===== config.mk =====
export PLATFORM = sky130hd
export DESIGN_NAME = bclm_ctrl
export DESIGN_NICKNAME = d
export VERILOG_FILES = /design/src/hdl/bclm_pkg.sv /design/src/hdl/bclm_ctrl.sv
export SDC_FILE = /design/constraint.sdc
export NUM_CORES = 1
export LEC_CHECK = 0
export BUFFER_PORTS_ARGS = -buffer_cell sky130_fd_sc_hd__buf_2
export CAP_MARGIN = 20
export CORE_AREA = 2 2 39 41
export DETAILED_ROUTE_END_ITERATION = 16
export DIE_AREA = 0 0 41 43
export PLACE_DENSITY_LB_ADDON = 0.25
export SLEW_MARGIN = 20
export SYNTH_ARGS = -nofsm -noshare
export SYNTH_HDL_FRONTEND = slang
export SYNTH_SLANG_ARGS = --single-unit

===== constraint.sdc =====
create_clock -name clk -period 1.4 [get_ports clk]
set_input_delay 0.07 -clock clk [delete_from_list [all_inputs] [get_ports clk]]
set_output_delay 0.07 -clock clk [all_outputs]
set_load 0.03 [all_outputs]

===== src/hdl/bclm_pkg.sv =====
// Shared types and constants for the bounds-checked linear memory.
// No dependencies; every other file in hdl imports this package.
package bclm_pkg;

  localparam int PAGE_BITS  = 16;                 // 64 KiB pages
  localparam int CAP_PAGES  = 4;
  localparam int PAGES_W    = 3;
  localparam int ADDR_W     = 32;
  localparam int LANES      = 8;                  // byte-wide banks
  localparam int LANE_BITS  = 3;
  localparam int STORE_BITS = PAGE_BITS + $clog2(CAP_PAGES);
  localparam int ROW_BITS   = STORE_BITS - LANE_BITS;

  // item kinds
  localparam logic [1:0] KIND_LOAD  = 2'd0;
  localparam logic [1:0] KIND_STORE = 2'd1;
  localparam logic [1:0] KIND_GROW  = 2'd2;

  // access sizes
  localparam logic [1:0] SIZE_B1 = 2'd0;
  localparam logic [1:0] SIZE_B4 = 2'd2;

  // configuration register indexes
  localparam logic [1:0] REG_INITIAL = 2'd0;
  localparam logic [1:0] REG_MAX     = 2'd1;

  typedef struct packed {
    logic [1:0]         kind;
    logic [ADDR_W-1:0]  address;
    logic [1:0]         size_code;
    logic               sign_extend;
    logic [63:0]        write_data;
    logic [PAGES_W-1:0] grow_pages;
  } in_item_t;

  typedef struct packed {
    logic [63:0]        read_data;
    logic               ok;
    logic [PAGES_W-1:0] size_pages;
  } out_item_t;

  typedef struct packed {
    logic capture;
    logic access;
    logic finish;
    logic clear_step;
  } dp_cmd_t;

  typedef struct packed {
    logic reinit;
    logic clear_last;
  } dp_status_t;

  function automatic logic [PAGES_W-1:0] clamp_pages(input logic [PAGES_W-1:0] p);
    clamp_pages = (p > PAGES_W'(CAP_PAGES)) ? PAGES_W'(CAP_PAGES) : p;
  endfunction

endpackage


===== src/hdl/bclm_ctrl.sv =====
// Sequencer for the linear memory: clearing pass, access and result cycles.
// Depends on bclm_pkg for the command and status structs.
module bclm_ctrl
  import bclm_pkg::*;
(
  input  logic       clk,
  input  logic       rst_n,
  input  logic       start,
  output logic       busy,
  input  dp_status_t status,
  output dp_cmd_t    cmd
);

  localparam logic [1:0] S_CLEAR  = 2'd0;
  localparam logic [1:0] S_IDLE   = 2'd1;
  localparam logic [1:0] S_ACCESS = 2'd2;
  localparam logic [1:0] S_FINISH = 2'd3;

  logic [1:0] state_r, state_nxt;

  always_comb begin
    state_nxt = state_r;
    cmd       = '0;
    unique case (state_r)
      S_CLEAR: begin
        cmd.clear_step = 1'b1;
        if (status.clear_last) begin
          state_nxt = S_IDLE;
        end
      end
      S_IDLE: begin
        if (start) begin
          cmd.capture = 1'b1;
          state_nxt   = S_ACCESS;
        end
      end
      S_ACCESS: begin
        cmd.access = 1'b1;
        state_nxt  = S_FINISH;
      end
      S_FINISH: begin
        cmd.finish = 1'b1;
        state_nxt  = S_IDLE;
      end
      default: state_nxt = S_CLEAR;
    endcase
    // a new page count restarts the clearing pass
    if (status.reinit) begin
      state_nxt = S_CLEAR;
    end
  end

  always_ff @(posedge clk) begin
    if (!rst_n) begin
      state_r <= S_CLEAR;
    end else begin
      state_r <= state_nxt;
    end
  end

  assign busy = (state_r != S_IDLE);

endmodule


==> Implementation_results.wiki <==
{| class="wikitable"
! Metric !! Value
|-
| Layout filler cell count || 168
|-
| Final slew viol count || 0
|-
| Slew at the pin with the worst max-slew slack || 0.1605 ns
|-
| Data arrival time of the worst path || 1.19 ns
|-
| Cell type with the highest aggregate area in the netlist || sky130_fd_sc_hd__ha_1
|-
| Registers with the most flip-flops || state_r: 2 flops
|-
| Minimum period implied by the final worst setup slack || 1.260 ns
|-
| Crit path from || state_r[1]
|-
| Worst setup skew after layout || 0.002531 ns
|-
| Register bank with the most flops || state_r
|-
| Number of failing hold endpoints at the final stage || 0
|-
| Family of cells with the greatest summed delay on the critical path || flip-flops
|-
| Root buffer selected by CTS || sky130_fd_sc_hd__clkbuf_4
|-
| Number of sinks on the clock net || 2
|-
| Sum of overflow across all layers after global routing || 0
|-
| Count of buffers from port buffering || 9
|-
| Via count of the first global-routing pass || 151
|-
| Maximum frequency from static timing analysis || 0.7938 GHz
|-
| Synth unique cells || 12
|-
| Clock network fraction of design power || 0.499
|-
| Delay contributed by the slowest stage of the critical path || 0.35 ns
|-
| Synth Instances || 20
|-
| Synthesized cell area || 185.2 sq um
|-
| NetSw || 0.07043 mW
|-
| Post-synthesis async set-or-reset flop share || 0
|-
| Clock-pin transition on the worst setup and hold timing paths || 0.03 ns
|-
| Largest net degree at the start of global routing || 5
|-
| Routed WL || 361 um
|-
| Area used by sequential logic in the layout || 40.04 sq um
|-
| Critical register-to-register path startpoint || state_r[0]
|-
| Number of maximum-capacitance constraint violations || 0
|-
| Worst hold path stage count || 4
|-
| Number of antenna cells inserted || 0
|-
| Aggregate global-route resource usage || 0.05812
|-
| Relative slew margins || 0.8925
|-
| DP Wirelength || 299.5 um
|-
| Height of the die || 43 um
|-
| Sequential cell area fraction in the yosys report || 0.2162
|-
| Mean routed wirelength per cell || 7.521 um
|-
| Power density relative to cell area || 922.4 nW/um^2
|-
| Setup repair after global routing missed its margin || false
|-
| Post-route cell area || 272.8 sq um
|-
| Boundary Pins || 10
|-
| Area used by multi-input combinational logic || 133.9 sq um
|-
| Total number of yosys warnings || 0
|-
| Result of the run || finished, final reports clean
|-
| Worst reg2reg path endpoint || state_r[0]
|-
| Share of power burned in combinational logic || 0.249
|-
| Slowest cell on crit path || sky130_fd_sc_hd__dfxtp_1
|-
| Clk Latency, worst-skew pair || 0.22 ns
|-
| FP Rows || 14
|-
| Post-Route Utilization || 0.1971
|-
| Hold worst-path end || state_r[1]
|-
| Post-route setup TNS || 0 ns
|-
| Share of the cycle needed by the critical path after routing || 0.8999
|-
| Leakage power figure || 0.1379 nW
|-
| Global-route wire length before repair || 600 um
|-
| Startpoint of the lowest-slack hold path || status[1]
|-
| Max FFs per register || 2
|-
| Reg-to-reg setup timing slack || 0.29 ns
|-
| Worst Setup Start Kind || flip-flop
|-
| Crit-path cells || inv_1 > ha_1 > and2_1 > buf_2
|-
| Capturing element type of the critical path || output pin
|-
| Leading cell types by total area after synthesis || sky130_fd_sc_hd__ha_1 (27%), sky130_fd_sc_hd__dfxtp_1 (22%), sky130_fd_sc_hd__nand2_1 (8.1%)
|-
| Post-synth net total || 29
|-
| Post-placement cell area || 250.2 sq um
|-
| Buffer and inverter count on the worst path || 2
|-
| Number of levels in the clock H-tree || 1
|-
| Seq pwr share || 0.253
|-
| Category of the critical setup timing path || flip-flop to output pin
|-
| Router iterations before antenna repair || 2
|-
| Clock tree from TritonCTS || built
|-
| Number of storage elements in the synthesis netlist || 2
|-
| Overall die area || 1763 sq um
|-
| Post-CTS Resized || 0
|-
| Worst R2R Path Depth || 5
|-
| Max Root-Sink Buffers || 2
|-
| Top cells by count, synth || sky130_fd_sc_hd__ha_1 (4), sky130_fd_sc_hd__nand2_1 (4), sky130_fd_sc_hd__dfxtp_1 (2), sky130_fd_sc_hd__inv_1 (2)
|-
| TritonCTS buffer count || 3
|-
| Final nets || 43
|-
| Setup-violating endpoint count in the final report || 0
|-
| Sw frac || 0.2799
|-
| Routability congestion estimate from global placement || 0.6124
|-
| Peak supply drop || 0.1425 mV
|-
| Width of the die || 41 um
|-
| Area grow syn2layout || 47.30%
|-
| Share of the synthesized area in the top cell type || 0.2703
|-
| EDFF count, synth || 0
|-
| Post-CTS setup-driven buffer insertion count || 0
|-
| Via count || 159
|-
| Internal || 0.1812 mW
|-
| Starting density of the core || 0.1338
|-
| Post-route antenna net violation count || 0
|-
| Hold-fix buffers at CTS || 0
|-
| Share of final-layout standard cells stronger than drive strength 1 || 0.5625
|-
| Mean Syn Cell Area || 9.259 sq um
|-
| Most common flop cell mapped by yosys || sky130_fd_sc_hd__dfxtp_1
|-
| Number of antenna violations at the first check in global routing || 0
|-
| Iteration-0 DRC count of the detailed router || 2
|-
| Via count normalized by instance count || 3.313
|-
| DRC viols || 0
|-
| Crit path required time || 1.33 ns
|-
| Core area || 1384 sq um
|-
| Critical path peak fanout || 4
|-
| Worst hold path class || primary input to flip-flop
|}
cells in the final DEF (no fill, tap or decap), drive strengths merged:
| cell type | n |
|---|---|
| nand2 | 4 |
| ha | 4 |
| inv | 3 |
| o22ai | 1 |
| dfxtp | 2 |
| nand2b | 1 |
| clkbuf | 3 |
| nor2b | 1 |
| buf | 9 |
| o21ai | 1 |
| and2 | 2 |
| mux2i | 1 |
layout make-up:
cell class,instances,area share
clock buffer,3,0.08257
multi-input combinational,15,0.4908
sequential,2,0.1468
tap,16,0.07339
timing repair buffer,9,0.1651
inverter,3,0.04128
power by group through the flow:
stage | sequential (mW) | combinational (mW) | clock (mW)
5_1_grt | 0.0643 | 0.0683 | 0.147
3_5_place_dp | 0.0643 | 0.0637 | 0
6_report | 0.0635 | 0.0626 | 0.126
4_1_cts | 0.0636 | 0.0638 | 0.134
3_3_place_gp | 0.0645 | 0.0634 | 0
2_1_floorplan | 0.0636 | 0.0474 | 0
worst max path at each step:
stage	to	slack, ns	depth (start not counted)
after floorplan	state_r[0]	0.18	5
after global placement	state_r[0]	0.27	5
after detailed placement	state_r[0]	0.27	5
after CTS	cmd[3]	0.12	4
after global routing	cmd[3]	0.03	4
final	cmd[3]	0.14	4
through the flow:
stage	power (mW)	hold slack [ns]	setup slack [ns]	std cells
finish	0.2516	0.1442	0.1402	48
global route	0.2796	0.1574	0.03131	48
CTS	0.2614	0.1401	0.1171	48
detailed placement	0.1280	0.3777	0.2726	45
global placement	0.1279	0.3781	0.2729	45
floorplan	0.1109	0.2563	0.1788	20
metal layers:
| metal | global-route usage | share of wire | up-vias |
|---|---|---|---|
| li1 | - | - | 88 |
| met1 | 0.07029 | 0.45 | 66 |
| met2 | 0.05625 | 0.48 | 5 |
| met3 | 0.04712 | 0.066 | 0 |
| met4 | 0.06000 | 0 | 0 |
| met5 | 0 | 0 | - |
cell families after synthesis:
group,share of synthesized area
fa+ha+maj,0.2703
buf+inv,0.06081
mux,0.05406
compound gates,0.1149
flops,0.2162
simple gates,0.2838
worst min-delay path, delay by kind of cell:
family,cells,cell delay [ns]
buffers and inverters,1,0.08
multiplexers,1,0.05
AND/OR/NAND/NOR,2,0.11
Power figures use the tool's default switching activity.
